===== config.mk =====
export PLATFORM = sky130hd
export DESIGN_NAME = header_length_stream_deframer
export DESIGN_NICKNAME = d
export VERILOG_FILES = /design/src/hdl/hlsd_pkg.sv /design/src/hdl/hlsd_front.sv /design/src/hdl/hlsd_queue.sv /design/src/hdl/hlsd_back.sv /design/src/hdl/header_length_stream_deframer.sv
export SDC_FILE = /design/constraint.sdc
export NUM_CORES = 1
export LEC_CHECK = 0
export BUFFER_PORTS_ARGS = -buffer_cell sky130_fd_sc_hd__buf_2
export CORE_MARGIN = 2
export CORE_UTILIZATION = 40
export DETAILED_ROUTE_END_ITERATION = 16
export PLACE_DENSITY = 0.53
export SLEW_MARGIN = 0
export SYNTH_ARGS = -nofsm -noshare
export SYNTH_HDL_FRONTEND = slang
export SYNTH_SLANG_ARGS = --single-unit

===== constraint.sdc =====
create_clock -name clk -period 4.4 [get_ports clk]
set_input_delay 0.44 -clock clk [delete_from_list [all_inputs] [get_ports clk]]
set_output_delay 0.44 -clock clk [all_outputs]
set_load 0.02 [all_outputs]

===== src/hdl/hlsd_pkg.sv =====
`default_nettype none
package hlsd_pkg;

	localparam int unsigned BYTE_W = 8;
	localparam int unsigned LEN_W  = 16;
	localparam int unsigned CFG_W  = 16;
	localparam int unsigned IDX_W  = 2;

	localparam logic [LEN_W-1:0] LEN_CEILING = 16'd65529;

	localparam logic [BYTE_W-1:0] SYNC_A_RST  = 8'd190;
	localparam logic [BYTE_W-1:0] SYNC_B_RST  = 8'd239;
	localparam logic [LEN_W-1:0]  MAX_LEN_RST = 16'd65529;

	localparam int unsigned QDEPTH = 4;
	localparam int unsigned QPTR_W = $clog2(QDEPTH);
	localparam int unsigned QCNT_W = $clog2(QDEPTH + 1);

	typedef enum logic [1:0] {
		KIND_BYTE  = 2'd0,
		KIND_EMPTY = 2'd1,
		KIND_ERROR = 2'd2
	} kind_t;

	typedef enum logic [IDX_W-1:0] {
		REG_SYNC_A  = 2'd0,
		REG_SYNC_B  = 2'd1,
		REG_MAX_LEN = 2'd2
	} cfg_reg_t;

	typedef enum logic [3:0] {
		PH_HUNT_A  = 4'b0001,
		PH_HUNT_B  = 4'b0010,
		PH_LENGTH  = 4'b0100,
		PH_PAYLOAD = 4'b1000
	} phase_t;

	typedef struct packed {
		kind_t             kind;
		logic [BYTE_W-1:0] data;
		logic              first;
		logic              last;
		logic [LEN_W-1:0]  len;
	} res_t;

	typedef struct packed {
		logic full;
		logic empty;
	} q_stat_t;

endpackage
`default_nettype wire


===== src/hdl/hlsd_front.sv =====
`default_nettype none
module hlsd_front (
	input  wire logic                         clk,
	input  wire logic                         arst_n,
	input  wire logic                         in_valid,
	output logic                              in_stall,
	input  wire logic [hlsd_pkg::BYTE_W-1:0]  in_byte,
	input  wire logic                         cfg_we,
	input  wire logic [hlsd_pkg::IDX_W-1:0]   cfg_index,
	input  wire logic [hlsd_pkg::CFG_W-1:0]   cfg_data,
	input  wire hlsd_pkg::q_stat_t            q_stat,
	output logic                              push,
	output hlsd_pkg::res_t                    res
);

	logic [hlsd_pkg::BYTE_W-1:0] sync_a_q, sync_b_q;
	logic [hlsd_pkg::LEN_W-1:0]  max_len_q;

	hlsd_pkg::phase_t           phase_q, phase_d;
	logic [1:0]                 idx_q, idx_d;
	logic [hlsd_pkg::LEN_W-1:0] acc_q, acc_d;
	logic                       hi_q, hi_d;
	logic [hlsd_pkg::LEN_W-1:0] rem_q, rem_d;
	logic                       first_q, first_d;

	logic                       accept;
	logic                       emit;
	logic                       hi_fin;
	logic [hlsd_pkg::LEN_W-1:0] limit;

	assign in_stall = q_stat.full;
	assign accept   = in_valid && !q_stat.full;
	assign push     = accept && emit;
	assign hi_fin   = hi_q || (in_byte != '0);
	assign limit    = (max_len_q > hlsd_pkg::LEN_CEILING) ? hlsd_pkg::LEN_CEILING : max_len_q;

	always_ff @(posedge clk or negedge arst_n) begin
		if (!arst_n) begin
			sync_a_q  <= hlsd_pkg::SYNC_A_RST;
			sync_b_q  <= hlsd_pkg::SYNC_B_RST;
			max_len_q <= hlsd_pkg::MAX_LEN_RST;
		end else if (cfg_we) begin
			case (hlsd_pkg::cfg_reg_t'(cfg_index))
				hlsd_pkg::REG_SYNC_A:  sync_a_q  <= cfg_data[hlsd_pkg::BYTE_W-1:0];
				hlsd_pkg::REG_SYNC_B:  sync_b_q  <= cfg_data[hlsd_pkg::BYTE_W-1:0];
				hlsd_pkg::REG_MAX_LEN: max_len_q <= cfg_data[hlsd_pkg::LEN_W-1:0];
				default: ;
			endcase
		end
	end

	always_comb begin
		phase_d   = phase_q;
		idx_d     = idx_q;
		acc_d     = acc_q;
		hi_d      = hi_q;
		rem_d     = rem_q;
		first_d   = first_q;
		emit      = 1'b0;
		res       = '0;
		res.kind  = hlsd_pkg::KIND_BYTE;
		unique case (phase_q)
			hlsd_pkg::PH_HUNT_B: begin
				if (in_byte == sync_b_q) begin
					phase_d = hlsd_pkg::PH_LENGTH;
					idx_d   = '0;
					acc_d   = '0;
					hi_d    = 1'b0;
				end else if (in_byte != sync_a_q) begin
					phase_d = hlsd_pkg::PH_HUNT_A;
				end
			end
			hlsd_pkg::PH_LENGTH: begin
				case (idx_q)
					2'd0: acc_d[7:0]  = in_byte;
					2'd1: acc_d[15:8] = in_byte;
					2'd2: hi_d        = (in_byte != '0);
					default: ;
				endcase
				if (idx_q != 2'd3) begin
					idx_d = idx_q + 2'd1;
				end else begin
					phase_d = hlsd_pkg::PH_HUNT_A;
					idx_d   = '0;
					acc_d   = '0;
					hi_d    = 1'b0;
					rem_d   = '0;
					first_d = 1'b0;
					if (hi_fin || (acc_q > limit)) begin
						emit     = 1'b1;
						res.kind = hlsd_pkg::KIND_ERROR;
						res.last = 1'b1;
						res.len  = (hi_fin || (acc_q > hlsd_pkg::LEN_CEILING)) ?
							hlsd_pkg::LEN_CEILING : acc_q;
					end else if (acc_q == '0) begin
						emit     = 1'b1;
						res.kind = hlsd_pkg::KIND_EMPTY;
						res.last = 1'b1;
					end else begin
						phase_d = hlsd_pkg::PH_PAYLOAD;
						acc_d   = acc_q;
						rem_d   = acc_q;
						first_d = 1'b1;
					end
				end
			end
			hlsd_pkg::PH_PAYLOAD: begin
				emit      = 1'b1;
				res.kind  = hlsd_pkg::KIND_BYTE;
				res.data  = in_byte;
				res.first = first_q;
				res.last  = (rem_q <= 16'd1);
				res.len   = acc_q;
				first_d   = 1'b0;
				if (rem_q <= 16'd1) begin
					phase_d = hlsd_pkg::PH_HUNT_A;
					idx_d   = '0;
					acc_d   = '0;
					hi_d    = 1'b0;
					rem_d   = '0;
				end else begin
					rem_d = rem_q - 16'd1;
				end
			end
			default: begin
				phase_d = (in_byte == sync_a_q) ? hlsd_pkg::PH_HUNT_B : hlsd_pkg::PH_HUNT_A;
			end
		endcase
	end

	always_ff @(posedge clk or negedge arst_n) begin
		if (!arst_n) begin
			phase_q <= hlsd_pkg::PH_HUNT_A;
			idx_q   <= '0;
			acc_q   <= '0;
			hi_q    <= 1'b0;
			rem_q   <= '0;
			first_q <= 1'b0;
		end else if (accept) begin
			phase_q <= phase_d;
			idx_q   <= idx_d;
			acc_q   <= acc_d;
			hi_q    <= hi_d;
			rem_q   <= rem_d;
			first_q <= first_d;
		end
	end

endmodule
`default_nettype wire


===== src/hdl/hlsd_queue.sv =====
`default_nettype none
module hlsd_queue (
	input  wire logic              clk,
	input  wire logic              arst_n,
	input  wire logic              push,
	input  wire hlsd_pkg::res_t    din,
	input  wire logic              pop,
	output hlsd_pkg::res_t         head,
	output hlsd_pkg::q_stat_t      q_stat
);

	hlsd_pkg::res_t               mem_q [hlsd_pkg::QDEPTH];
	logic [hlsd_pkg::QPTR_W-1:0]  wr_ptr_q, rd_ptr_q;
	logic [hlsd_pkg::QCNT_W-1:0]  count_q;

	assign head         = mem_q[rd_ptr_q];
	assign q_stat.full  = (count_q == hlsd_pkg::QCNT_W'(hlsd_pkg::QDEPTH));
	assign q_stat.empty = (count_q == '0);

	always_ff @(posedge clk) begin
		if (push) begin
			mem_q[wr_ptr_q] <= din;
		end
	end

	always_ff @(posedge clk or negedge arst_n) begin
		if (!arst_n) begin
			wr_ptr_q <= '0;
			rd_ptr_q <= '0;
			count_q  <= '0;
		end else begin
			if (push) begin
				wr_ptr_q <= wr_ptr_q + hlsd_pkg::QPTR_W'(1);
			end
			if (pop) begin
				rd_ptr_q <= rd_ptr_q + hlsd_pkg::QPTR_W'(1);
			end
			case ({push, pop})
				2'b10:   count_q <= count_q + hlsd_pkg::QCNT_W'(1);
				2'b01:   count_q <= count_q - hlsd_pkg::QCNT_W'(1);
				default: ;
			endcase
		end
	end

endmodule
`default_nettype wire


===== src/hdl/hlsd_back.sv =====
`default_nettype none
module hlsd_back (
	input  wire logic                        clk,
	input  wire logic                        arst_n,
	input  wire hlsd_pkg::res_t              head,
	input  wire hlsd_pkg::q_stat_t           q_stat,
	output logic                             pop,
	output logic                             out_valid,
	input  wire logic                        out_stall,
	output logic [1:0]                       result_kind,
	output logic [hlsd_pkg::BYTE_W-1:0]      payload_byte,
	output logic                             is_first,
	output logic                             is_last,
	output logic [hlsd_pkg::LEN_W-1:0]       frame_length
);

	hlsd_pkg::res_t out_q;
	logic           valid_q;

	assign pop = !q_stat.empty && (!valid_q || !out_stall);

	always_ff @(posedge clk) begin
		if (pop) begin
			out_q <= head;
		end
	end

	always_ff @(posedge clk or negedge arst_n) begin
		if (!arst_n) begin
			valid_q <= 1'b0;
		end else if (pop) begin
			valid_q <= 1'b1;
		end else if (!out_stall) begin
			valid_q <= 1'b0;
		end
	end

	assign out_valid    = valid_q;
	assign result_kind  = out_q.kind;
	assign payload_byte = out_q.data;
	assign is_first     = out_q.first;
	assign is_last      = out_q.last;
	assign frame_length = out_q.len;

endmodule
`default_nettype wire


===== src/hdl/header_length_stream_deframer.sv =====
// Byte-stream deframer: hunts for a two-byte sync header, reads a four-byte
// little-endian length, then passes the payload bytes with first/last marks.
// An empty frame gives one empty word, a length over max_payload_len (capped
// at 65529) gives one error word, and hunting resumes. One byte is accepted
// every cycle while in_stall is low; in_stall rises only when the four-word
// result queue between the parser and the output register is full. A result
// passes through the queue, then the output register, behind earlier words.
`default_nettype none
module header_length_stream_deframer (
	input  wire logic                         clk,
	input  wire logic                         arst_n,
	input  wire logic                         in_valid,
	output logic                              in_stall,
	input  wire logic [hlsd_pkg::BYTE_W-1:0]  in_byte,
	output logic                              out_valid,
	input  wire logic                         out_stall,
	output logic [1:0]                        result_kind,
	output logic [hlsd_pkg::BYTE_W-1:0]       payload_byte,
	output logic                              is_first,
	output logic                              is_last,
	output logic [hlsd_pkg::LEN_W-1:0]        frame_length,
	input  wire logic                         cfg_we,
	input  wire logic [hlsd_pkg::IDX_W-1:0]   cfg_index,
	input  wire logic [hlsd_pkg::CFG_W-1:0]   cfg_data
);

	hlsd_pkg::res_t    res;
	hlsd_pkg::res_t    head;
	hlsd_pkg::q_stat_t q_stat;
	logic              push;
	logic              pop;

	hlsd_front u_front (
		.clk       (clk),
		.arst_n    (arst_n),
		.in_valid  (in_valid),
		.in_stall  (in_stall),
		.in_byte   (in_byte),
		.cfg_we    (cfg_we),
		.cfg_index (cfg_index),
		.cfg_data  (cfg_data),
		.q_stat    (q_stat),
		.push      (push),
		.res       (res)
	);

	hlsd_queue u_queue (
		.clk    (clk),
		.arst_n (arst_n),
		.push   (push),
		.din    (res),
		.pop    (pop),
		.head   (head),
		.q_stat (q_stat)
	);

	hlsd_back u_back (
		.clk          (clk),
		.arst_n       (arst_n),
		.head         (head),
		.q_stat       (q_stat),
		.pop          (pop),
		.out_valid    (out_valid),
		.out_stall    (out_stall),
		.result_kind  (result_kind),
		.payload_byte (payload_byte),
		.is_first     (is_first),
		.is_last      (is_last),
		.frame_length (frame_length)
	);

endmodule
`default_nettype wire

==> impl_metrics.env, run 1 <==
export IMPL_finish_utilization_pct=47.0
export IMPL_critPathRequiredTime_ns=4.79
export IMPL_yosysTopAreaCellShare_pct=42.8
export IMPL_arrival_ns=3.98
export IMPL_power_mw=5.39
export IMPL_crit_type="reg -> reg"
export IMPL_tritoncts="yes"
export IMPL_synth_top_area_cell="edfxtp_1"
export IMPL_postSynth_asyncResetShare_pct=36.4
export IMPL_clk_path_buf_depth=3
export IMPL_drv_cap=0
export IMPL_synth_xor_area_share_pct=2.14
export IMPL_rr_endpoint="u_queue.count_q[1]"
export IMPL_cts_resized_gates=0
export IMPL_startpoint_type="flop"
export IMPL_hp_class="in -> reg"
export IMPL_numCtsBuffers=23
export IMPL_ys_seq_area_share_pct=63.5
export IMPL_maxSlewViolCount=0
export IMPL_num_io_pins=61
export IMPL_clk_pin_slew_worst_paths_ns=0.06
export IMPL_crit_fanout=3
export IMPL_fin_skew_ns=0.0181
export IMPL_yosysWarnings=0
export IMPL_ys_ff_latch=220
export IMPL_crit_start="u_front.max_len_q[10]"
export IMPL_ctsHtreeMaxLevel=1
export IMPL_grt_ovfl_total=0
export IMPL_grt_max_degree=45
export IMPL_dp_hpwl_um=14800
export IMPL_synthFlopType="edfxtp_1"
export IMPL_grt_total_usage_pct=17.2
export IMPL_start_util_pct=40.5
export IMPL_powerDensity_mw_per_mm2=473
export IMPL_yosysMostFrequentCell="edfxtp_1"
export IMPL_cts_root_buffer="clkbuf_16"
export IMPL_fin_area_sq_mm=0.0114
export IMPL_nets=798
export IMPL_dr_pass1_iters=5
export IMPL_postRouteAntennaNets=0
export IMPL_yosys_area_share_simple_pct=8.54
export IMPL_gp_congestion=0.883
export IMPL_area_growth_pct=15.9
export IMPL_reg2reg_from="u_front.max_len_q[10]"
export IMPL_grt_pass1_vias=6317
export IMPL_fin_setup_tns_ns=0
export IMPL_ir_drop_uv=233
export IMPL_synth_cell_types=65
export IMPL_drive_gt1_share_pct=28.7
export IMPL_grt_pass1_wl_um=34900
export IMPL_n_antenna_cell=0
export IMPL_synth_nets=723
export IMPL_post_cts_buffers=0
export IMPL_synth_compound_area_share_pct=9.63
export IMPL_antenna_found_initial=0
export IMPL_wl_um=21600
export IMPL_status="finished, final reports clean"
export IMPL_synth_commonest_cells="140 x edfxtp_1, 52 x dfrtp_1, 35 x mux2_2"
export IMPL_core_sq_mm=0.0242
export IMPL_synth_top_family_by_area="multiplexers"
export IMPL_synthAdderAreaFrac_pct=3.64
export IMPL_fin_crit_ns=3.59
export IMPL_wire_per_inst_um=20.0
export IMPL_placed_cell_area_sq_mm=0.0106
export IMPL_rsz0062_at_grt="false"
export IMPL_vias_per_cell=5.55
export IMPL_die_x_um=161
export IMPL_hold_depth=2
export IMPL_drtIter0Drc=396
export IMPL_numClockSinks=220
export IMPL_clk_latency_ns=0.52
export IMPL_crit_end="u_queue.count_q[1]"
export IMPL_p_leak_nw=4.62
export IMPL_slew_headroom_pct=21.6
export IMPL_io_buffers=60
export IMPL_synth_cells=664
export IMPL_cts_hold_buf=1
export IMPL_syn_avg_cell_area_sq_um=14.8
export IMPL_rows=57
export IMPL_reg2reg_depth=12
export IMPL_crit_path_end_kind="flop"
export IMPL_fillers=2186
export IMPL_die_h_um=161
export IMPL_setup_viol=0
export IMPL_syn_area_sq_mm=0.00983
export IMPL_hold_viol=0
export IMPL_worst_pin_slew_ns=1.17
export IMPL_die_area_sq_mm=0.0258
export IMPL_drc=0
export IMPL_vias=5995
export IMPL_synth_area_top_cells="edfxtp_1 43%, dfrtp_1 13%, dfstp_2 7.5%, mux4_2 6.4%, mux2_2 4.0%"
export IMPL_synth_edf_count=140
export IMPL_fmax_ghz=0.279
export IMPL_r2r_slack_ns=0.81
export IMPL_synthMuxAreaShare_pct=10.5
export IMPL_layout_worst_path_cycle_share_pct=81.6
==> kinds of logic after synthesis <==
family	after synthesis
DFF	220
and+or+nand+nor	144
AOI/OAI and AO/OA	133
muxes	64
buffers and inverters	51
adders and majority gates	28
xor gates and xnor gates	24
==> state kept, by name, summed over array words and instances (netlist names), 3 cells and up <==
register and cells:
u_back.frame_length 16, u_back.payload_byte 8, u_front.acc_q 16, u_front.max_len_q 16
u_front.phase_q 4, u_front.rem_q 16, u_front.sync_a_q 8, u_front.sync_b_q 8
u_queue.count_q 3, u_queue.mem_q 112
==> power breakdown <==
part           leakage (nW)  internal [mW]  switching [mW]  total (mW)
Sequential             2.42           2.41           0.161        2.57
Combinational          1.81          0.366           0.399       0.765
Clock                 0.396           1.27           0.781        2.05
Total                  4.62           4.05            1.34        5.39
==> per-stage QoR <==
step | hold WS [ns] | instances | setup slack, ns
after detailed placement | 0.438 | 1037 | 0.817
final | 0.162 | 1080 | 0.811
after floorplan | 0.144 | 664 | 0.594
after CTS | 0.135 | 1080 | 0.776
after global placement | 0.433 | 1037 | 0.879
after global routing | 0.146 | 1080 | 0.582
==> area by class of cell <==
type                            instances  area [sq um]  area share [%]
Multi-Input combinational cell        393          3430            30.1
Clock buffer                           32           649            5.70
Clock inverter                         10           161            1.42
Sequential cell                       220          6240            54.8
Timing Repair Buffer                   72           395            3.47
Inverter                               29           109           0.956
Tap cell                              324           405            3.56
==> critical path, stage by stage (launching register included) <==
cell and delay (ns):
dfstp_2 0.54, nand4_1 0.13, nor4_1 0.41, nand2b_1 0.17
ha_1 0.23, nor2b_1 0.13, o211ai_1 0.15, a21boi_0 0.13
o31a_1 0.30, o31ai_2 0.33, ha_1 0.26, fa_1 0.42
mux2_2 0.26
==> how the worst min path moves through the flow <==
stage / start / to / slack (ns)
floorplan: arst_n / u_back.out_valid / 0.14
global placement: arst_n / u_front.sync_a_q[6] / 0.43
detailed placement: arst_n / u_front.sync_a_q[6] / 0.44
CTS: cfg_data[14] / u_front.max_len_q[14] / 0.13
global route: cfg_data[9] / u_front.max_len_q[9] / 0.15
finish: cfg_data[14] / u_front.max_len_q[14] / 0.16
==> placed cells by master (no fill, tap or decap), types with 16 or more instances in the layout <==
cell type	n
nand2_1	30
edfxtp_1	140
dfstp_2	28
o21ai_0	20
clkbuf_16	23
mux4_2	28
a21oi_1	23
ha_1	27
a21o_1	23
dfrtp_1	51
buf_2	59
nor2_1	17
nor4_1	16
inv_1	29
mux2_2	35
==> metal layers <==
| layer | track usage [%] | part of all wire [%] | up-vias |
|---|---|---|---|
| met4 | 5.19 | 2.1 | 0 |
| li1 | - | - | 2746 |
| met3 | 2.82 | 5.1 | 41 |
| met1 | 22.7 | 43 | 3032 |
| met5 | 0 | 0 | - |
| met2 | 29.3 | 50 | 176 |
Note: power is estimated with default switching activity, not from simulation.
==> run 2, diff against run 1 <==
--- a/config.mk
+++ b/config.mk
@@ -9,7 +9,7 @@
 export CORE_MARGIN = 2
 export CORE_UTILIZATION = 40
 export DETAILED_ROUTE_END_ITERATION = 16
-export PLACE_DENSITY = 0.53
+export PLACE_DENSITY = 0.56
 export SLEW_MARGIN = 0
 export SYNTH_ARGS = -nofsm -noshare
 export SYNTH_HDL_FRONTEND = slang
==> constraint.sdc (replaced) <==
create_clock -name clk -period 3.2 [get_ports clk]
set_input_delay 0.32 -clock clk [delete_from_list [all_inputs] [get_ports clk]]
set_output_delay 0.32 -clock clk [all_outputs]
set_load 0.02 [all_outputs]
==> impl_metrics.env, run 2 (synthesized netlist as in run 1, its figures left out) <==
export IMPL_clk_pin_slew_worst_paths_ns=0.06
export IMPL_grt_total_usage_pct=18.0
export IMPL_path_cells="nand4_1 -> nor4_2 -> nand2b_4 -> ha_4 -> nor2b_4 -> o211ai_1 -> a21boi_2 -> o31a_1 -> o31ai_4 -> ha_2 -> fa_1 -> mux2_2"
export IMPL_startpoint_type="flop"
export IMPL_antenna_found_initial=0
export IMPL_drv_cap=0
export IMPL_worst_slack_ns=-0.147
export IMPL_grt_max_degree=81
export IMPL_cpPeakStageDelay_ns=0.54
export IMPL_numCtsBuffers=25
export IMPL_tritoncts="yes"
export IMPL_final_cell_mix="140 x edfxtp_1, 59 x buf_2, 51 x buf_4, 51 x dfrtp_1, 35 x mux2_2"
export IMPL_wire_per_inst_um=20.5
export IMPL_critPathRequiredTime_ns=3.61
export IMPL_crit_type="reg -> reg"
export IMPL_start_util_pct=40.5
export IMPL_arrival_ns=3.76
export IMPL_wl_um=23200
export IMPL_cp_slowest_cell="dfstp_2"
export IMPL_crit_buf_inv=0
export IMPL_num_io_pins=61
export IMPL_largest_register_ff_count=112
export IMPL_io_buffers=60
export IMPL_rows=57
export IMPL_clk_path_buf_depth=3
export IMPL_regMostFlops="u_queue.mem_q"
export IMPL_die_area_sq_mm=0.0258
export IMPL_crit_path_end_kind="flop"
export IMPL_ctsHtreeMaxLevel=1
export IMPL_grt_pass1_vias=6681
export IMPL_crit_fanout=3
export IMPL_numClockSinks=220
export IMPL_placed_cell_area_sq_mm=0.0110
export IMPL_worst_pin_slew_ns=1.23
export IMPL_violations="negative hold slack, negative setup slack"
export IMPL_setup_viol=1
export IMPL_place_worst_setup_slack_ns=-0.156
export IMPL_core_sq_mm=0.0242
export IMPL_cp_top_family="compound AO/OA/AOI/OAI gates"
export IMPL_p_leak_nw=4.93
export IMPL_rsz0062_at_grt="true"
export IMPL_dpl_cell_count=1079
export IMPL_cts_root_buffer="clkbuf_16"
export IMPL_hold_viol=3
export IMPL_fin_skew_ns=0.0243
export IMPL_clk_latency_ns=0.53
export IMPL_drtIter0Drc=382
export IMPL_die_h_um=161
export IMPL_layout_worst_path_cycle_share_pct=105
export IMPL_powerDensity_mw_per_mm2=623
export IMPL_gp_congestion=0.895
export IMPL_fmax_ghz=0.299
export IMPL_drive_gt1_share_pct=35.1
export IMPL_ir_drop_uv=393
export IMPL_vias=6274
export IMPL_vias_per_cell=5.53
export IMPL_die_x_um=161
export IMPL_dp_hpwl_um=15500
export IMPL_hold_slack_ns=-0.00906
export IMPL_final_common_cell="edfxtp_1"
export IMPL_maxSlewViolCount=0
export IMPL_area_growth_pct=22.4
export IMPL_dr_pass1_iters=6
export IMPL_n_antenna_cell=0
export IMPL_postRouteAntennaNets=0
export IMPL_drc=0
export IMPL_grt_pass1_wl_um=36600
export IMPL_hp_class="in -> async"
export IMPL_slew_headroom_pct=17.5
export IMPL_nets=850
export IMPL_fin_cells=1134
export IMPL_status="finished, violations left"
export IMPL_fin_area_sq_mm=0.0120
export IMPL_fin_crit_ns=3.35
export IMPL_grt_ovfl_total=0
run 2: cell count changes in the layout (fill, tap and decap cells not counted), moves of 4 or more:
cell	delta
clkbuf_16	+5
buf_12	+8
clkinv_1	+4
buf_4	+39
run 2: cell type report:
type                            count  area, sq um
Fill cell                        2075        12200
Sequential cell                   220         6240
Multi-Input combinational cell    393         3540
Timing Repair Buffer              122          925
Clock buffer                       35          693
Tap cell                          324          405
Inverter                           29          109
Clock inverter                     11          108
run 2: per-layer routing:
layer  global-route usage, %  wire [um]  share of wire (%)  up-vias
li1                        -          -                  -     2854
met1                    23.6      10100                 44     3180
met2                    31.2      11300                 49      200
met3                    2.69       1240                5.3       40
met4                    4.99        547                2.4        0
met5                       0          0                  0        -
run 2: what timing repair did:
action                     CTS  global route
cloned                       0             3
setup buffers                0             8
resized for setup            2            23
setup endpoints to repair    2           177
hold endpoints to repair     0             0
pin swaps                    0            17
hold buffers                 0             0
run 2: worst paths after layout:
kind / from / endpoint / slack (ns) / depth (start not counted)
setup / recovery: u_front.max_len_q[11] / u_queue.count_q[1] / -0.15 / 12
hold / removal: arst_n / u_front.sync_a_q[6] / -0.009 / 1
setup reg to reg: u_front.max_len_q[11] / u_queue.count_q[1] / -0.15 / 12
hold reg to reg: u_queue.count_q[2] / u_queue.count_q[2] / 0.50 / 1
max in group asynchronous: arst_n / u_queue.rd_ptr_q[0] / 2.49 / 1
min in group clk: cfg_data[8] / u_front.max_len_q[8] / 0.04 / 2
run 2: metrics by stage:
| step | power, mW | hold WS, ns | util [%] | setup TNS, ns |
|---|---|---|---|---|
| floorplan | 4.33 | 0.0244 | - | -0.213 |
| global placement | 4.73 | 0.472 | 45.2 | -0.0427 |
| detailed placement | 4.77 | 0.489 | 45.2 | -0.236 |
| CTS | 7.56 | 0.0117 | 48.6 | -0.140 |
| global route | 7.82 | 0.0217 | 49.6 | -7.30 |
| finish | 7.49 | -0.00906 | 49.6 | -0.147 |
run 2: report_power, final:
part	internal, mW	switching [mW]	leakage, nW
Combinational	0.566	0.638	2.12
Sequential	3.32	0.182	2.42
Clock	1.67	1.11	0.393
==> run 3, diff against run 2 <==
--- a/config.mk
+++ b/config.mk
@@ -9,7 +9,7 @@
 export CORE_MARGIN = 2
 export CORE_UTILIZATION = 40
 export DETAILED_ROUTE_END_ITERATION = 16
-export PLACE_DENSITY = 0.56
+export PLACE_DENSITY = 0.53
 export SLEW_MARGIN = 0
 export SYNTH_ARGS = -nofsm -noshare
 export SYNTH_HDL_FRONTEND = slang
==> constraint.sdc (replaced) <==
create_clock -name clk -period 4 [get_ports clk]
set_input_delay 0.4 -clock clk [delete_from_list [all_inputs] [get_ports clk]]
set_output_delay 0.4 -clock clk [all_outputs]
set_load 0.02 [all_outputs]
==> impl_metrics.env, run 3 (synthesized netlist as in run 1, its figures left out) <==
export IMPL_clk_path_buf_depth=3
export IMPL_gp_congestion=0.808
export IMPL_hold_viol=0
export IMPL_arrival_ns=4.01
export IMPL_regMostFlops="u_queue.mem_q"
export IMPL_fillers=2153
export IMPL_grt_max_degree=81
export IMPL_dr_pass1_iters=5
export IMPL_rr_endpoint="u_queue.count_q[1]"
export IMPL_grt_pass1_wl_um=34600
export IMPL_fin_skew_ns=0.00803
export IMPL_cts_root_buffer="clkbuf_16"
export IMPL_numClockSinks=220
export IMPL_dp_hpwl_um=14500
export IMPL_area_growth_pct=17.0
export IMPL_rsz0062_at_grt="false"
export IMPL_p_leak_nw=4.70
export IMPL_reg2reg_from="u_front.max_len_q[11]"
export IMPL_worst_pin_slew_ns=1.21
export IMPL_status="finished, final reports clean"
export IMPL_die_h_um=161
export IMPL_clk_latency_ns=0.51
export IMPL_wl_um=21400
export IMPL_die_area_sq_mm=0.0258
export IMPL_reg2reg_depth=12
export IMPL_grt_pass1_vias=6150
export IMPL_fmax_ghz=0.276
export IMPL_postRouteAntennaNets=0
export IMPL_grt_total_usage_pct=17.0
export IMPL_vias=6004
export IMPL_fin_crit_ns=3.62
export IMPL_numCtsBuffers=24
export IMPL_cts_hold_buf=0
export IMPL_final_common_cell="edfxtp_1"
export IMPL_drc=0
export IMPL_wire_per_inst_um=19.6
export IMPL_core_sq_mm=0.0242
export IMPL_final_cell_mix="140 x edfxtp_1, 59 x buf_2, 51 x dfrtp_1, 35 x mux2_2, 30 x nand2_1"
export IMPL_fin_setup_tns_ns=0
export IMPL_powerDensity_mw_per_mm2=518
export IMPL_num_io_pins=61
export IMPL_drive_gt1_share_pct=30.1
export IMPL_nets=811
export IMPL_tritoncts="yes"
export IMPL_crit_fanout=7
export IMPL_startpoint_type="flop"
export IMPL_slew_headroom_pct=19.1
export IMPL_hold_slack_ns=0.0665
export IMPL_post_cts_buffers=0
export IMPL_vias_per_cell=5.49
export IMPL_finish_utilization_pct=47.4
export IMPL_grt_ovfl_total=0
export IMPL_r2r_slack_ns=0.38
export IMPL_crit_start="u_front.max_len_q[11]"
export IMPL_ctsHtreeMaxLevel=1
export IMPL_die_x_um=161
export IMPL_start_util_pct=40.5
export IMPL_antenna_found_initial=0
export IMPL_critPathRequiredTime_ns=4.39
export IMPL_hp_class="in -> async"
export IMPL_clk_pin_slew_worst_paths_ns=0.06
export IMPL_rows=57
export IMPL_ir_drop_uv=246
export IMPL_n_antenna_cell=0
export IMPL_maxSlewViolCount=0
export IMPL_crit_type="reg -> reg"
export IMPL_drtIter0Drc=440
export IMPL_setup_viol=0
export IMPL_crit_end="u_queue.count_q[1]"
export IMPL_layout_worst_path_cycle_share_pct=90.5
export IMPL_cts_resized_gates=0
export IMPL_crit_path_end_kind="flop"
export IMPL_drv_cap=0
export IMPL_largest_register_ff_count=112
export IMPL_io_buffers=60
[run 3: changes by cell type in the layout (fill, tap and decap cells not counted), moves of 3 or more]
cell       delta
a21o_1        +3
o2bb2ai_2     -3
buf_4        -26
buf_12        -8
o2bb2ai_1     +3
nor2_2        -3
a21o_4        -3
clkbuf_16     -3
clkinv_1      -4
a21boi_0      +3
nor4_1        +3
[run 3: cell type report]
class                      instances  area (sq um)  share of cell area (%)
inverter                          29           109                   0.947
timing repair buffer              84           483                    4.20
tap                              324           405                    3.53
clock buffer                      33           686                    5.96
clock inverter                    11           140                    1.22
multi-input combinational        393          3430                    29.8
sequential                       220          6240                    54.3
[run 3: worst min-delay path by stage]
stage / depth (start not counted) / from / slack [ns] / end
5_1_grt: 2 / cfg_data[12] / 0.11 / u_front.max_len_q[12]
3_5_place_dp: 1 / u_front.first_q / 0.47 / u_front.first_q
2_1_floorplan: 0 / arst_n / 0.10 / u_back.out_valid
6_report: 1 / arst_n / 0.07 / u_front.sync_a_q[6]
4_1_cts: 2 / cfg_data[12] / 0.10 / u_front.max_len_q[12]
3_3_place_gp: 1 / u_front.first_q / 0.46 / u_front.first_q
[run 3: power by group]
part	switching, mW	internal (mW)	total, mW
Combinational	0.445	0.402	0.847
Sequential	0.177	2.66	2.83
Clock	0.880	1.39	2.27
[run 3: routing by layer]
layer / share of wire, % / vias up / wire, um / GRT usage [%]
met5: 0 / - / 0 / 0
met4: 2.2 / 0 / 472 / 4.42
met3: 5.3 / 37 / 1150 / 2.58
met2: 49 / 181 / 10400 / 28.7
met1: 44 / 3017 / 9420 / 23.1
li1: - / 2769 / - / -
[run 3: critical path: stages, from the launching register on]
cell	delay [ns]
dfstp_2	0.55
nand4_1	0.13
nor4_1	0.36
nand2b_1	0.16
ha_1	0.22
nor2b_1	0.13
o211ai_1	0.14
a21boi_0	0.13
o31a_1	0.39
o31ai_2	0.34
ha_1	0.26
fa_1	0.42
mux2_2	0.26
[run 3: per-stage QoR]
| step | area [sq um] | power (mW) | setup WS (ns) | std cells |
|---|---|---|---|---|
| global route | 11500 | 6.23 | 0.155 | 1094 |
| CTS | 11500 | 6.05 | 0.331 | 1094 |
| finish | 11500 | 5.95 | 0.381 | 1094 |
| global placement | 10700 | 3.74 | 0.380 | 1050 |
| floorplan | 9830 | 3.47 | 0.194 | 664 |
| detailed placement | 10700 | 3.76 | 0.361 | 1050 |
